===== src/rtl/fau_pkg.sv =====
package fau_pkg;

  // operand and result widths
  localparam int unsigned OPERAND_BITS = 16;
  localparam int unsigned NUM_BITS     = 33;
  localparam int unsigned DEN_BITS     = 32;
  localparam int unsigned PROD_BITS    = 2 * OPERAND_BITS;
  localparam int unsigned CNT_BITS     = $clog2(OPERAND_BITS);
  localparam int unsigned SHIFT_BITS   = $clog2(OPERAND_BITS);

  // operation codes
  localparam logic [2:0] OP_MAKE = 3'd0;
  localparam logic [2:0] OP_ADD  = 3'd1;
  localparam logic [2:0] OP_MUL  = 3'd2;
  localparam logic [2:0] OP_EQ   = 3'd3;
  localparam logic [2:0] OP_NE   = 3'd4;

  typedef struct packed {
    logic [2:0]              opcode;
    logic [OPERAND_BITS-1:0] left_num;
    logic [OPERAND_BITS-1:0] left_den;
    logic [OPERAND_BITS-1:0] right_num;
    logic [OPERAND_BITS-1:0] right_den;
  } in_word_t;

  typedef struct packed {
    logic [NUM_BITS-1:0] result_num;
    logic [DEN_BITS-1:0] result_den;
    logic                result_empty;
    logic                compare_true;
  } out_word_t;

  typedef enum logic [3:0] {
    ST_IDLE,
    ST_DECODE,
    ST_GCD,
    ST_DIV,
    ST_QUO,
    ST_MUL_A,
    ST_MUL_B,
    ST_MUL_C,
    ST_DEN,
    ST_DONE
  } state_e;

  // multiplier operand pairs
  typedef enum logic [1:0] {
    SEL_LR,
    SEL_LN,
    SEL_DN,
    SEL_DD
  } mul_sel_e;

  typedef struct packed {
    logic     load;
    logic     clear;
    logic     gcd_step;
    logic     div_init;
    logic     div_step;
    logic     quo_wr;
    logic     mul_en;
    mul_sel_e mul_sel;
    logic     acc_en;
    logic     den_wr;
    logic     out_load;
  } ctrl_cmd_t;

  typedef struct packed {
    logic [2:0] opcode;
    logic       left_ok;
    logic       gcd_eq;
  } ctrl_stat_t;

endpackage


===== src/rtl/fau_datapath.sv =====
module fau_datapath (
  input  logic               clk_i,
  input  fau_pkg::in_word_t   in_word_i,
  input  fau_pkg::ctrl_cmd_t  cmd_i,
  output fau_pkg::ctrl_stat_t stat_o,
  output fau_pkg::out_word_t  result_o
);

  localparam int unsigned OB = fau_pkg::OPERAND_BITS;

  // captured operands
  logic [2:0]    op_q;
  logic [OB-1:0] ln_q, ld_q, rn_q, rd_q;

  // gcd registers
  logic [OB-1:0]                   a_q, a_d, b_q, b_d;
  logic [fau_pkg::SHIFT_BITS-1:0]  k_q, k_d;
  logic                            a_even, b_even, a_gt;
  logic [OB-1:0]                   diff;

  // divider registers, one lane per part
  logic [OB-1:0] g_q;
  logic [OB-1:0] rem_n_q, rem_d_q, quo_n_q, quo_d_q;
  logic [OB:0]   trial_n, trial_d, sub_n, sub_d;
  logic          ge_n, ge_d;

  // multiplier and result registers
  logic [OB-1:0]                  mul_a, mul_b;
  logic [fau_pkg::PROD_BITS-1:0]  prod_q;
  logic [fau_pkg::NUM_BITS-1:0]   num_q;
  logic [fau_pkg::DEN_BITS-1:0]   den_q;
  logic                           cmp_q, cmp_d;
  logic                           left_ok, parts_eq, arith_op;

  // operand capture
  always_ff @(posedge clk_i) begin
    if (cmd_i.load) begin
      op_q <= in_word_i.opcode;
      ln_q <= in_word_i.left_num;
      ld_q <= in_word_i.left_den;
      rn_q <= in_word_i.right_num;
      rd_q <= in_word_i.right_den;
    end
  end

  // binary gcd step: strip common twos, then halve or subtract
  assign a_even = ~a_q[0];
  assign b_even = ~b_q[0];
  assign a_gt   = a_q > b_q;
  assign diff   = a_gt ? (a_q - b_q) : (b_q - a_q);

  always_comb begin
    a_d = a_q;
    b_d = b_q;
    k_d = k_q;
    if (cmd_i.load) begin
      a_d = in_word_i.left_num;
      b_d = in_word_i.left_den;
      k_d = '0;
    end else if (cmd_i.gcd_step) begin
      if (a_even && b_even) begin
        a_d = a_q >> 1;
        b_d = b_q >> 1;
        k_d = k_q + 1'b1;
      end else if (a_even) begin
        a_d = a_q >> 1;
      end else if (b_even) begin
        b_d = b_q >> 1;
      end else if (a_gt) begin
        a_d = diff >> 1;
      end else begin
        b_d = diff >> 1;
      end
    end
  end

  always_ff @(posedge clk_i) begin
    a_q <= a_d;
    b_q <= b_d;
    k_q <= k_d;
  end

  // restoring division of both parts by the gcd, one bit per cycle
  assign trial_n = {rem_n_q, quo_n_q[OB-1]};
  assign trial_d = {rem_d_q, quo_d_q[OB-1]};
  assign sub_n   = trial_n - {1'b0, g_q};
  assign sub_d   = trial_d - {1'b0, g_q};
  assign ge_n    = trial_n >= {1'b0, g_q};
  assign ge_d    = trial_d >= {1'b0, g_q};

  always_ff @(posedge clk_i) begin
    if (cmd_i.div_init) begin
      g_q     <= a_q << k_q;
      rem_n_q <= '0;
      rem_d_q <= '0;
      quo_n_q <= ln_q;
      quo_d_q <= ld_q;
    end else if (cmd_i.div_step) begin
      rem_n_q <= ge_n ? sub_n[OB-1:0] : trial_n[OB-1:0];
      rem_d_q <= ge_d ? sub_d[OB-1:0] : trial_d[OB-1:0];
      quo_n_q <= {quo_n_q[OB-2:0], ge_n};
      quo_d_q <= {quo_d_q[OB-2:0], ge_d};
    end
  end

  // shared multiplier operand select
  always_comb begin
    case (cmd_i.mul_sel)
      fau_pkg::SEL_LR: begin
        mul_a = ln_q;
        mul_b = rd_q;
      end
      fau_pkg::SEL_LN: begin
        mul_a = ln_q;
        mul_b = rn_q;
      end
      fau_pkg::SEL_DN: begin
        mul_a = ld_q;
        mul_b = rn_q;
      end
      fau_pkg::SEL_DD: begin
        mul_a = ld_q;
        mul_b = rd_q;
      end
      default: begin
        mul_a = ld_q;
        mul_b = rd_q;
      end
    endcase
  end

  always_ff @(posedge clk_i) begin
    if (cmd_i.mul_en) begin
      prod_q <= fau_pkg::PROD_BITS'(mul_a) * fau_pkg::PROD_BITS'(mul_b);
    end
  end

  // compare outcome
  assign left_ok  = (ln_q != '0) && (ld_q != '0);
  assign parts_eq = (ln_q == rn_q) && (ld_q == rd_q);

  always_comb begin
    case (op_q)
      fau_pkg::OP_EQ: cmp_d = left_ok && parts_eq;
      fau_pkg::OP_NE: cmp_d = left_ok && !parts_eq;
      default:        cmp_d = 1'b0;
    endcase
  end

  // result registers
  always_ff @(posedge clk_i) begin
    if (cmd_i.clear) begin
      num_q <= '0;
      den_q <= '0;
      cmp_q <= cmp_d;
    end else begin
      if (cmd_i.quo_wr) begin
        num_q <= fau_pkg::NUM_BITS'(quo_n_q);
        den_q <= fau_pkg::DEN_BITS'(quo_d_q);
      end
      if (cmd_i.acc_en) begin
        num_q <= num_q + fau_pkg::NUM_BITS'(prod_q);
      end
      if (cmd_i.den_wr) begin
        den_q <= fau_pkg::DEN_BITS'(prod_q);
      end
    end
  end

  // status and result word
  assign arith_op = (op_q == fau_pkg::OP_MAKE) || (op_q == fau_pkg::OP_ADD) ||
                    (op_q == fau_pkg::OP_MUL);

  assign stat_o.opcode  = op_q;
  assign stat_o.left_ok = left_ok;
  assign stat_o.gcd_eq  = a_q == b_q;

  assign result_o.result_num   = num_q;
  assign result_o.result_den   = den_q;
  assign result_o.result_empty = arith_op && (num_q == '0) && (den_q == '0);
  assign result_o.compare_true = cmp_q;

endmodule


===== src/rtl/fau_ctrl.sv =====
module fau_ctrl (
  input  logic                clk_i,
  input  logic                rst_ni,
  input  logic                in_valid_i,
  input  logic                out_free_i,
  input  fau_pkg::ctrl_stat_t stat_i,
  output logic                in_ready_o,
  output fau_pkg::ctrl_cmd_t  cmd_o
);

  localparam logic [fau_pkg::CNT_BITS-1:0] LastBit =
    fau_pkg::CNT_BITS'(fau_pkg::OPERAND_BITS - 1);

  fau_pkg::state_e state_q, state_d;
  logic [fau_pkg::CNT_BITS-1:0] cnt_q, cnt_d;
  logic is_add;

  assign is_add = stat_i.opcode == fau_pkg::OP_ADD;

  // state and bit counter registers
  always_ff @(posedge clk_i or negedge rst_ni) begin
    if (!rst_ni) begin
      state_q <= fau_pkg::ST_IDLE;
      cnt_q   <= '0;
    end else begin
      state_q <= state_d;
      cnt_q   <= cnt_d;
    end
  end

  // next state
  always_comb begin
    state_d = state_q;
    cnt_d   = cnt_q;
    case (state_q)
      fau_pkg::ST_IDLE: begin
        if (in_valid_i) state_d = fau_pkg::ST_DECODE;
      end
      fau_pkg::ST_DECODE: begin
        if (stat_i.left_ok && stat_i.opcode == fau_pkg::OP_MAKE) begin
          state_d = fau_pkg::ST_GCD;
        end else if (stat_i.left_ok &&
                     (is_add || stat_i.opcode == fau_pkg::OP_MUL)) begin
          state_d = fau_pkg::ST_MUL_A;
        end else begin
          state_d = fau_pkg::ST_DONE;
        end
      end
      fau_pkg::ST_GCD: begin
        if (stat_i.gcd_eq) begin
          state_d = fau_pkg::ST_DIV;
          cnt_d   = '0;
        end
      end
      fau_pkg::ST_DIV: begin
        cnt_d = cnt_q + 1'b1;
        if (cnt_q == LastBit) state_d = fau_pkg::ST_QUO;
      end
      fau_pkg::ST_QUO:   state_d = fau_pkg::ST_DONE;
      fau_pkg::ST_MUL_A: state_d = is_add ? fau_pkg::ST_MUL_B : fau_pkg::ST_MUL_C;
      fau_pkg::ST_MUL_B: state_d = fau_pkg::ST_MUL_C;
      fau_pkg::ST_MUL_C: state_d = fau_pkg::ST_DEN;
      fau_pkg::ST_DEN:   state_d = fau_pkg::ST_DONE;
      fau_pkg::ST_DONE: begin
        if (out_free_i) state_d = fau_pkg::ST_IDLE;
      end
      default: state_d = fau_pkg::ST_IDLE;
    endcase
  end

  // datapath commands
  always_comb begin
    cmd_o      = '0;
    cmd_o.mul_sel = fau_pkg::SEL_DD;
    in_ready_o = 1'b0;
    case (state_q)
      fau_pkg::ST_IDLE: begin
        in_ready_o = 1'b1;
        cmd_o.load = in_valid_i;
      end
      fau_pkg::ST_DECODE: cmd_o.clear = 1'b1;
      fau_pkg::ST_GCD: begin
        cmd_o.gcd_step = !stat_i.gcd_eq;
        cmd_o.div_init = stat_i.gcd_eq;
      end
      fau_pkg::ST_DIV: cmd_o.div_step = 1'b1;
      fau_pkg::ST_QUO: cmd_o.quo_wr = 1'b1;
      fau_pkg::ST_MUL_A: begin
        cmd_o.mul_en  = 1'b1;
        cmd_o.mul_sel = is_add ? fau_pkg::SEL_LR : fau_pkg::SEL_LN;
      end
      fau_pkg::ST_MUL_B: begin
        cmd_o.mul_en  = 1'b1;
        cmd_o.mul_sel = fau_pkg::SEL_DN;
        cmd_o.acc_en  = 1'b1;
      end
      fau_pkg::ST_MUL_C: begin
        cmd_o.mul_en  = 1'b1;
        cmd_o.mul_sel = fau_pkg::SEL_DD;
        cmd_o.acc_en  = 1'b1;
      end
      fau_pkg::ST_DEN:  cmd_o.den_wr = 1'b1;
      fau_pkg::ST_DONE: cmd_o.out_load = out_free_i;
      default: cmd_o = '0;
    endcase
  end

endmodule


===== src/rtl/fraction_arithmetic_unit.sv =====
// One word at a time, accept to next accept: the result word becomes valid as the
//   block returns to idle, where it can take the next word.
// Make: decode, gcd steps, divide steps, quotient write, done. Add: decode,
//   multiply A, B and C, denominator, done. Multiply skips B. Others: decode, done.
// The output register holds a finished result while the next word is taken.
// Reset (rst_ni low, asynchronous) returns to idle with no result pending.
module fraction_arithmetic_unit (
  input  logic               clk_i,
  input  logic               rst_ni,
  input  logic               in_valid_i,
  output logic               in_stall_o,
  input  fau_pkg::in_word_t  in_word_i,
  output logic               out_valid_o,
  input  logic               out_stall_i,
  output fau_pkg::out_word_t out_word_o
);

  fau_pkg::ctrl_cmd_t  cmd;
  fau_pkg::ctrl_stat_t stat;
  fau_pkg::out_word_t  result;
  logic                in_ready;
  logic                out_free;
  logic                out_valid_q, out_valid_d;
  fau_pkg::out_word_t  out_word_q;

  assign in_stall_o = !in_ready;
  assign out_free   = !out_valid_q || !out_stall_i;

  fau_ctrl u_ctrl (
    .clk_i      (clk_i),
    .rst_ni     (rst_ni),
    .in_valid_i (in_valid_i),
    .out_free_i (out_free),
    .stat_i     (stat),
    .in_ready_o (in_ready),
    .cmd_o      (cmd)
  );

  fau_datapath u_datapath (
    .clk_i     (clk_i),
    .in_word_i (in_word_i),
    .cmd_i     (cmd),
    .stat_o    (stat),
    .result_o  (result)
  );

  // output register
  always_comb begin
    out_valid_d = out_valid_q;
    if (cmd.out_load) begin
      out_valid_d = 1'b1;
    end else if (!out_stall_i) begin
      out_valid_d = 1'b0;
    end
  end

  always_ff @(posedge clk_i or negedge rst_ni) begin
    if (!rst_ni) begin
      out_valid_q <= 1'b0;
    end else begin
      out_valid_q <= out_valid_d;
    end
  end

  always_ff @(posedge clk_i) begin
    if (cmd.out_load) begin
      out_word_q <= result;
    end
  end

  assign out_valid_o = out_valid_q;
  assign out_word_o  = out_word_q;

endmodule


===== config.mk =====
export PLATFORM = sky130hd
export DESIGN_NAME = fraction_arithmetic_unit
export DESIGN_NICKNAME = d
export VERILOG_FILES = /design/src/rtl/fau_pkg.sv /design/src/rtl/fau_datapath.sv /design/src/rtl/fau_ctrl.sv /design/src/rtl/fraction_arithmetic_unit.sv
export SDC_FILE = /design/constraint.sdc
export NUM_CORES = 1
export LEC_CHECK = 0
export ABC_AREA = 1
export BUFFER_PORTS_ARGS = -buffer_cell sky130_fd_sc_hd__buf_4
export CAP_MARGIN = 40
export CORE_ASPECT_RATIO = 1.75
export CORE_MARGIN = 2
export CORE_UTILIZATION = 30
export CTS_BUF_LIST = sky130_fd_sc_hd__clkbuf_4
export DETAILED_ROUTE_END_ITERATION = 10
export GPL_TIMING_DRIVEN = 0
export PLACE_DENSITY = 0.43
export SETUP_SLACK_MARGIN = 0.4
export SLEW_MARGIN = 40
export SYNTH_ARGS = -nofsm -noshare
export SYNTH_HDL_FRONTEND = slang
export SYNTH_SLANG_ARGS = --single-unit

===== constraint.sdc =====
create_clock -name clk_i -period 21.8 [get_ports clk_i]
set_clock_uncertainty 0.1 [all_clocks]
set_input_delay 4.36 -clock clk_i [delete_from_list [all_inputs] [get_ports clk_i]]
set_output_delay 4.36 -clock clk_i [all_outputs]
set_load 0.005 [all_outputs]

==> Word-level counts from Yosys, hierarchy flattened <==
Index checks and enable logic that the tools add are counted.
{ "totals": {"ram_bits": 0, "romBits": 0, "ff_bits": 357, "latchBits": 0, "memories": 0, "output_inout_bits": 69} }
{ "op_classes": {"bitwise": 2, "magnitude_cmp": 3, "n_div": 0, "eq_ne": 28, "n_reduce_logical": 44, "shift": 1, "add_sub_neg": 7, "mul": 1, "n_mux": 49} }
{ "ops": {"columns": ["op", "n"], "rows": [
  ["16-bit two-way mux", 19],
  ["33-bit two-way mux", 2],
  ["32-bit two-way mux", 2],
  ["16-bit one-hot mux with 2 select lines", 2],
  ["16-bit subtractor", 4],
  ["16-bit == test", 3],
  ["4-bit one-hot mux with 9 select lines", 1],
  ["17-bit by 16-bit >= comparator with 1-bit output", 2],
  ["33-bit by 32-bit adder with 33-bit output", 1],
  ["33-bit zero test", 1],
  ["32-bit zero test", 1],
  ["16-bit by 16-bit multiplier with 32-bit output", 1],
  ["16-bit nonzero test", 2],
  ["4-bit two-way mux", 7],
  ["4-bit by 3-bit == test with 1-bit output, second input constant", 4],
  ["16-bit greater-than comparator", 1],
  ["16-bit by 4-bit << shifter with 16-bit output", 1],
  ["4-bit == test, second input constant", 3],
  ["1-bit two-way mux", 12],
  ["4-bit inequality test, second input constant", 3],
  ["3-bit one-hot mux with 4 select lines", 1],
  ["2-bit OR reduction", 6],
  ["2-bit nonzero test", 5],
  ["1-bit logical AND", 9],
  ["24 further kinds", 42]
]} }

==> Depth between registers and ports, before layout <==
Gate-level depths: netlist of run 1.
{ "logic_depth": {"ltp_word": 8, "depth_mapped": 38, "ltp_nobuf": 35} }

==> By module <==
A second synthesis of run 1 with hierarchy kept.
{ "unflattened": {"cells_unflattened": 3734, "hier_area_um2": 29385.7} }
{ "by_module_without_submodules": {"columns": ["mod", "area_each_um2", "cells_each", "n_inst", "seq_area_each_um2"], "rows": [
  ["fau_datapath", 26641.8, 3552, 1, 7427.1],
  ["fraction_arithmetic_unit", 2057.0, 72, 1, 2037.0],
  ["fau_ctrl", 686.9, 110, 1, 200.2]
]} }

==> Least setup slack after synthesis of run 1 <==
OpenSTA, ideal clock, no wires.
{ "synth_timing": {"path_type": "input to register", "startpoint": "input port out_stall_i", "endpoint": "register out_word_q (netlist bit out_word_o[0]) (enable)", "n_path_buf": 0, "slack_ns": 13.933, "required_time_ns": 21.207, "setup_ns": 0.493, "arrival_ns": 7.274, "stages": 3, "path_cell_list": "nand2_1 > inv_1 > nor2_1"} }
{ "synth_rtl": {"columns": ["element", "line", "source"], "rows": [
  ["start, declared", "fraction_arithmetic_unit.sv:14", "input logic out_stall_i,"],
  ["end signal, assigned", "fraction_arithmetic_unit.sv:67", "out_word_q <= result;"],
  ["end, declared", "fraction_arithmetic_unit.sv:24", "fau_pkg::out_word_t out_word_q;"]
]} }

==> Final worst setup path of run 1 <==
{ "layout_timing": {"startpoint": "register u_ctrl.state_q[2]", "endpoint": "register u_datapath.prod_q[31] (netlist name), data pin"} }
{ "layout_between": {"elab_chain_len": 7, "word_cells_on_any_way": 23, "cone_classes": "mul (1); eq/ne (12); mux (3); reduce/logical (7)"} }
{ "layout_rtl": {"columns": ["element", "line", "source"], "rows": [
  ["start, declared", "fau_ctrl.sv:14", "fau_pkg::state_e state_q, state_d;"],
  ["start signal, assigned", "fau_ctrl.sv:23", "state_q <= fau_pkg::ST_IDLE;"],
  ["start signal, assigned", "fau_ctrl.sv:26", "state_q <= state_d;"],
  ["4-bit by 3-bit == test with 1-bit output, or another cell as far along", "fau_ctrl.sv:76", "case (state_q)"],
  ["7-bit OR reduction (no line)", null, null],
  ["3-bit one-hot mux with 4 select lines (*)", "fau_ctrl.sv:76", null],
  ["2-bit == test, or another cell as far along", "fau_datapath.sv:108", "case (cmd_i.mul_sel)"],
  ["2-bit OR reduction (no line)", null, null],
  ["16-bit one-hot mux with 2 select lines", "fau_datapath.sv:108", null],
  ["16-bit by 16-bit multiplier with 32-bit output (*)", "fau_datapath.sv:134", "prod_q <= fau_pkg::PROD_BITS'(mul_a) * fau_pkg::PROD_BITS'(mul_b);"],
  ["end signal, assigned", "fau_datapath.sv:134", null],
  ["end, declared", "fau_datapath.sv:29", "logic [fau_pkg::PROD_BITS-1:0] prod_q;"]
]} }
Every way passes the cells marked *; elsewhere a longest branch is shown, timed or not.
A chain may end at the register's enable or synchronous reset.

==> run metrics, run 1 <==
Die Width=242 um; PortBufs=roughly 140; HPWL after detailed placement=around 90 mm; Slew Limit Fails=0; Post-CTS Setup Repair Bufs=0; Synth cell types=between 50 and 60; pre-CTS WS=approximately 13 ns; Setup TNS=0 ns; Initial DRT Pass Iterations=6; FF+latch count, synth=about 360; Final min period=9.10 ns; critical path peak fanout=10; design area=0.0338 mm^2; DR WL/cell=19.8 um; Starting Density=0.303; Clk Latency, worst-skew pair=about 0.99 ns; status=completed; Routability Congestion=about 0.9; post-synth net total=4254; commonest non-fill, non-tap cell in the layout=nand2_1; Reg clk slew, reported paths=roughly 0.08 ns; final hold viol count=0; post-synthesis sequential area ratio=0.326; syn avg cell area=7.84 um^2; slowest CP cell=fa_1; max_slew headroom=0.385; Post-synth ARST share=0.0252; via/cell ratio=about 4.7; Post-synth EDFFs=247; CP Class=register to register; Max Cap Violations=0; Chip Height=approximately 420 um; WHS Endpoint=out_word_o[0]; Crit path required time=about 22 ns; GRT overflow=0; Min-Delay Startpoint=u_datapath.cmp_q; CTS tree=built; CTS sink count=357; P&R area growth vs syn=14.0%; num rows=152; hold buffer count at CTS=0; dpl cells=about 5200; CTS H-tree depth=3; Startpoint Class=register; CTS max path bufs=3; CP endpoint kind=register; global-route wire length before repair=~160 mm; hold depth=0; gr usage total=0.211; vias=about 26000; flop-to-flop setup slack=approximately 13 ns; FMAX=around 110 MHz; largest net degree at the start of global routing=42; Final Non-Filler Cells=5411; drt first-iter violations=roughly 1300; initial antenna violation count=2; vias in the first global route=approximately 27000; CP dominant cell by count=inv_1; Worst Reg-to-Reg Cells=33; most frequent cells in the layout=979 x nand2_1, 669 x inv_1, 344 x nor2_1; final period utilization=0.418; dominant synthesized flop cell=edfxtp_1; CTS buffer count=between 90 and 100; RSZ-0062 raised after global routing=no; PostCTS Resize Cnt=0; slack of the critical path=roughly 13 ns; DRC=0; CP arrival=~9.7 ns; I/O pin cnt=140; synth warn=0; CP peak stage delay=0.56 ns; Slew @ Worst Pin=between 0.9 and 1 ns; layout net count=4496; area of the mapped netlist=around 0.030 mm^2; Routed Antenna Nets=0; Root Buffer=clkbuf_4; r2r startpoint=u_ctrl.state_q[2]; share of layout cells above drive strength 1=0.105; Min-Delay Path Class=register to register; capture point of the worst reg-to-reg path=u_datapath.prod_q[31]; # setup viols final=0; Post-Synthesis Cells=approximately 3800; Post-Place Cell Area=approximately 0.033 mm^2; DRT Wirelength=107 mm; core area=0.0979 mm^2; DIE AREA=slightly above 0.1 mm^2
[logic make-up after synthesis]
| kind of cell | after synthesis | share of synthesized area |
|---|---|---|
| XOR/XNOR | 81 | 0.0239 |
| AND/OR/NAND/NOR | 1671 | 0.235 |
| AO/OA/AOI/OAI | 489 | 0.0913 |
| adder cells (fa/ha/maj) | 404 | 0.221 |
| multiplexers | 4 | 0.00135 |
| buffers and inverters | 773 | 0.102 |
| flip-flops | 357 | 0.326 |
[routing by layer]
layer	share of wire	wire [um]	vias up	global-route usage
li1	-	-	12600	-
met1	0.38	40300	12100	0.219
met2	0.55	58500	573	0.416
met3	0.032	3400	210	0.0246
met4	0.047	5070	2	0.102
met5	0.00015	16	-	0
[cell type report]
cell class                      instances  area [um^2]
Tap cell                             1309         1640
Antenna cell                            2         5.00
Sequential cell                       357         9660
Inverter                              683         2570
Clock inverter                         48          305
Multi-Input combinational cell       2649        17000
Fill cell                           10700        64200
Buffer                                 90          447
Timing Repair Buffer                  146         1160
Clock buffer                          127          953
[worst max-delay path, delay by kind of cell (launching register included)]
kind            cells  cell delay [ns]
flops               1             0.41
simple gates       11             1.69
fa+ha+maj           8             3.59
buf+inv            10             2.07
compound gates      4             0.92
[cell usage after synthesis (all sizes together), types with 3 or more instances]
master,count,area share
nand2,992,0.13
inv,677,0.086
nor2,357,0.047
edfxtp,247,0.25
o21ai,220,0.042
a21oi,217,0.037
ha,205,0.087
fa,199,0.13
nand3,197,0.034
dfxtp,101,0.068
xor2,58,0.017
clkbuf,57,0.0073
nand4,36,0.0076
buf,33,0.0076
nor3,32,0.0060
nor4,24,0.0051
xnor2,23,0.0068
nand3b,18,0.0046
o21bai,15,0.0038
a31oi,10,0.0021
dfrtp,9,0.0076
a21o,8,0.0020
o211ai,8,0.0020
clkinv,6,0.00076
or2,6,0.0013
and2,4,0.00084
mux2i,4,0.0014
nor3b,4,0.0012
o22ai,3,0.00063
o31ai,3,0.00076
[sequential cells by signal, indices dropped and copies added (netlist names), 3 cells and up]
register,count
u_datapath.quo_n_q,16
u_datapath.rem_d_q,16
u_ctrl.cnt_q,4
u_datapath.rem_n_q,16
u_datapath.prod_q,32
u_datapath.ln_q,16
u_datapath.ld_q,16
u_datapath.num_q,33
u_datapath.rd_q,16
u_datapath.a_q,16
u_datapath.g_q,16
u_datapath.den_q,32
u_datapath.b_q,16
u_ctrl.state_q,4
u_datapath.quo_d_q,16
u_datapath.op_q,3
u_datapath.k_q,4
u_datapath.rn_q,16
out_word_o,67
[metrics by stage]
step | util | hold WS [ns]
final | 0.345 | 0.325
after detailed placement | 0.332 | 0.312
after global routing | 0.345 | 0.347
after CTS | 0.345 | 0.332
after floorplan | - | 0.300
after global placement | 0.330 | 0.306
[worst max path at each step]
stage	slack, ns	from	to
floorplan	13.93	out_stall_i	out_word_o[0]
global route	12.20	u_ctrl.state_q[2]	u_datapath.prod_q[30]
global placement	12.38	out_stall_i	out_word_o[30]
finish	12.70	u_ctrl.state_q[2]	u_datapath.prod_q[31]
CTS	12.71	u_ctrl.state_q[2]	u_datapath.prod_q[30]
detailed placement	12.79	u_ctrl.state_q[2]	u_datapath.prod_q[30]
Power of run 1 is not shown: default switching activity piles up to over one toggle a cycle in this logic, so the estimate is an artifact.
==> run 2: changes to the inputs <==
- ABC_AREA: 1 -> 0
- clock period: 21.8 -> 9.5 ns (I/O delays scaled with it)
==> run metrics, run 2 <==
CTS buffer count=94 (unchanged); share of layout cells above drive strength 1=0.139 (was 0.105); critical path peak fanout=10 (unchanged); max_slew headroom=0.451 (was 0.385); post-synth top area cell=edfxtp_1 (unchanged); Startpoint Class=register (unchanged); DRC=0 (unchanged); count leader, synth=nand2_1 (unchanged); vias in the first global route=23700 (was 26700); initial antenna violation count=2 (unchanged); largest net degree at the start of global routing=33 (was 42); Final min period=8.73 ns (was 9.10 ns); Crit path max-delay family=adder cells (unchanged); Routed Antenna Nets=0 (unchanged); Post-synth EDFFs=247 (unchanged); gr usage total=0.207 (was 0.211); Chip Height=407 um (was 420 um); CTS max path bufs=3 (unchanged); Root Buffer=clkbuf_4 (unchanged); HPWL after detailed placement=80.7 mm (was 89.9 mm); PortBufs=139 (unchanged); Largest register FFs=67 (unchanged); Max Cap Violations=0 (unchanged); fillers=9602 (was 10700); Reg clk slew, reported paths=0.07 ns (was 0.08 ns); syn avg cell area=9.65 um^2 (was 7.84 um^2); CTS tree=built (unchanged); CTS sink count=357 (unchanged); hold buffer count at CTS=0 (unchanged); DR WL/cell=22.3 um (was 19.8 um); synth warn=0 (unchanged); FMAX=115 MHz (was 110 MHz); CP Class=register to register (unchanged); GRT overflow=0 (unchanged); Initial DRT Pass Iterations=5 (was 6); CP bufs+invs=8 (was 10); Starting Density=0.301 (was 0.303); commonest non-fill, non-tap cell in the layout=nand2_1 (unchanged); Clk Latency, worst-skew pair=0.93 ns (was 0.99 ns); vias=22400 (was 25500); CP endpoint kind=register (unchanged); I/O pin cnt=140 (unchanged); num rows=148 (was 152); post-synthesis sequential area ratio=0.347 (was 0.326); slowest CP cell=a311oi_2 (was fa_1); Slew Limit Fails=0 (unchanged); Worst Reg-to-Reg Cells=28 (was 33); CP peak stage delay=0.57 ns (was 0.56 ns); Post-Synthesis Cells=2891 (was 3779); most frequent cells in the layout=352 x nand2_1, 308 x inv_1, 294 x nor2_1 (was 979 x nand2_1, 669 x inv_1, 344 x nor2_1); drt first-iter violations=1167 (was 1319); Post-synth top cells=352 x nand2_1, 309 x inv_1, 298 x nor2_1 (was 979 x nand2_1, 670 x inv_1, 349 x nor2_1); area of the mapped netlist=0.0279 mm^2 (was 0.0296 mm^2); Min-Delay Path Class=register to register (unchanged); RSZ-0062 raised after global routing=no (unchanged); DIE AREA=0.0955 mm^2 (was 0.101 mm^2); layout net count=3613 (was 4496); Slew @ Worst Pin=0.807 ns (was 0.913 ns); core area=0.0926 mm^2 (was 0.0979 mm^2); via/cell ratio=5.07 (was 4.71); global-route wire length before repair=146 mm (was 160 mm); CTS H-tree depth=3 (unchanged); r2r startpoint=u_ctrl.state_q[2] (unchanged); CP arrival=9.29 ns (was 9.69 ns); P&R area growth vs syn=15.5% (was 14.0%); worst hold slack=0.321 ns (was 0.325 ns); Post-synth ARST share=0.0252 (unchanged); Synth top area share=0.266 (was 0.250); final hold viol count=0 (unchanged); CP Launch Point=u_ctrl.state_q[2] (unchanged); Synth area leaders=edfxtp_1 27%, fa_1 14%, ha_1 9.2% (was edfxtp_1 25%, fa_1 13%, nand2_1 12%); Synth cell types=87 (was 53); final period utilization=0.919 (was 0.418); dominant synthesized flop cell=edfxtp_1 (unchanged); post-synth net total=3366 (was 4254); status=completed (unchanged); FF+latch count, synth=357 (unchanged); Routability Congestion=0.927 (about the same); Die Width=234 um (was 242 um); # setup viols final=0 (unchanged); Min-Delay Startpoint=u_datapath.cmp_q (unchanged); hold depth=0 (unchanged); DRT Wirelength=98.3 mm (was 107 mm); CP Depth=28 (was 33); Crit path required time=10.06 ns (was 22.39 ns); CP dominant cell by count=fa_1 (was inv_1)
-- run 2: cell count changes after synthesis, moves of 26 or more --
cell,change
xnor2_1,+44
a211oi_1,+34
nand2_1,-627
a21o_1,+46
inv_1,-361
o21ai_2,-34
nor2_1,-51
nand3_1,-158
mux2_2,+30
o21ai_0,-47
mux2i_1,+81
nand2b_1,+26
a21oi_1,-78
-- run 2: repair_timing --
action                     4_1_cts  5_1_grt
pin swaps                        0        1
buffers inserted                 0        1
setup endpoints to repair       19        8
hold endpoints to repair         0        0
gates resized for setup         38       16
-- run 2: cell families (layout without fill, tap and decap cells) --
group | count (synthesis) | after routing | share of synthesized area
DFF | 357 | 357 | 0.347
muxes | 118 | 118 | 0.0451
buffers and inverters | 422 | 746 | 0.0592
adders and majority gates | 404 | 404 | 0.235
xor gates and xnor gates | 124 | 124 | 0.0389
AOI/OAI and AO/OA | 553 | 553 | 0.129
and+or+nand+nor | 913 | 913 | 0.147
other | 0 | 1 | 0
-- run 2: metal layers --
layer / vias up / track usage / share of wire
met1: 10900 / 0.225 / 0.38
li1: 10600 / - / -
met2: 680 / 0.380 / 0.53
met4: 2 / 0.114 / 0.055
met5: - / 0 / 0.00013
met3: 209 / 0.0257 / 0.042
-- run 2: path summary, 6_finish.rpt --
kind / end / slack [ns]
worst max-delay path: u_datapath.prod_q[30] / 0.77
worst min-delay path: out_word_o[0] / 0.32
worst max register to register: u_datapath.prod_q[30] / 0.77
worst min register to register: out_word_o[0] / 0.32
max in group asynchronous: out_valid_o / 8.46
min in group asynchronous: u_ctrl.state_q[1] / 0.69
-- run 2: worst register-to-register path: cells and delay by family (launching register included) --
family | cells | cell delay, ns
fa+ha+maj | 8 | 3.67
mux | 1 | 0.41
xor+xnor | 1 | 0.18
simple gates | 3 | 0.38
buf+inv | 8 | 1.42
compound gates | 7 | 1.93
flops | 1 | 0.36
-- run 2: layout make-up --
type,count,area [um^2],area share
buffer,111,523,0.0162
timing repair buffer,151,1210,0.0377
inverter,311,1170,0.0362
sequential,357,9660,0.300
clock inverter,34,220,0.00684
tap,1200,1500,0.0466
multi-input combinational,2112,16900,0.524
clock buffer,139,1040,0.0324
antenna,1,2.50,0.0000777
-- run 2: metrics by stage --
| stage | instance area, um^2 | util | worst slack, ns | std cells | setup TNS, ns |
|---|---|---|---|---|---|
| 6_report | 32200 | 0.348 | 0.769 | 4416 | 0 |
| 5_1_grt | 32200 | 0.348 | 0.398 | 4416 | 0 |
| 4_1_cts | 32100 | 0.347 | 0.491 | 4414 | 0 |
| 3_5_place_dp | 30700 | 0.332 | -1.19 | 4241 | -11.25 |
| 3_3_place_gp | 30400 | 0.329 | -1.00 | 4230 | -8.48 |
| 2_1_floorplan | 27900 | - | 1.23 | 2891 | 0 |
Power of run 2 is left out for the same reason.
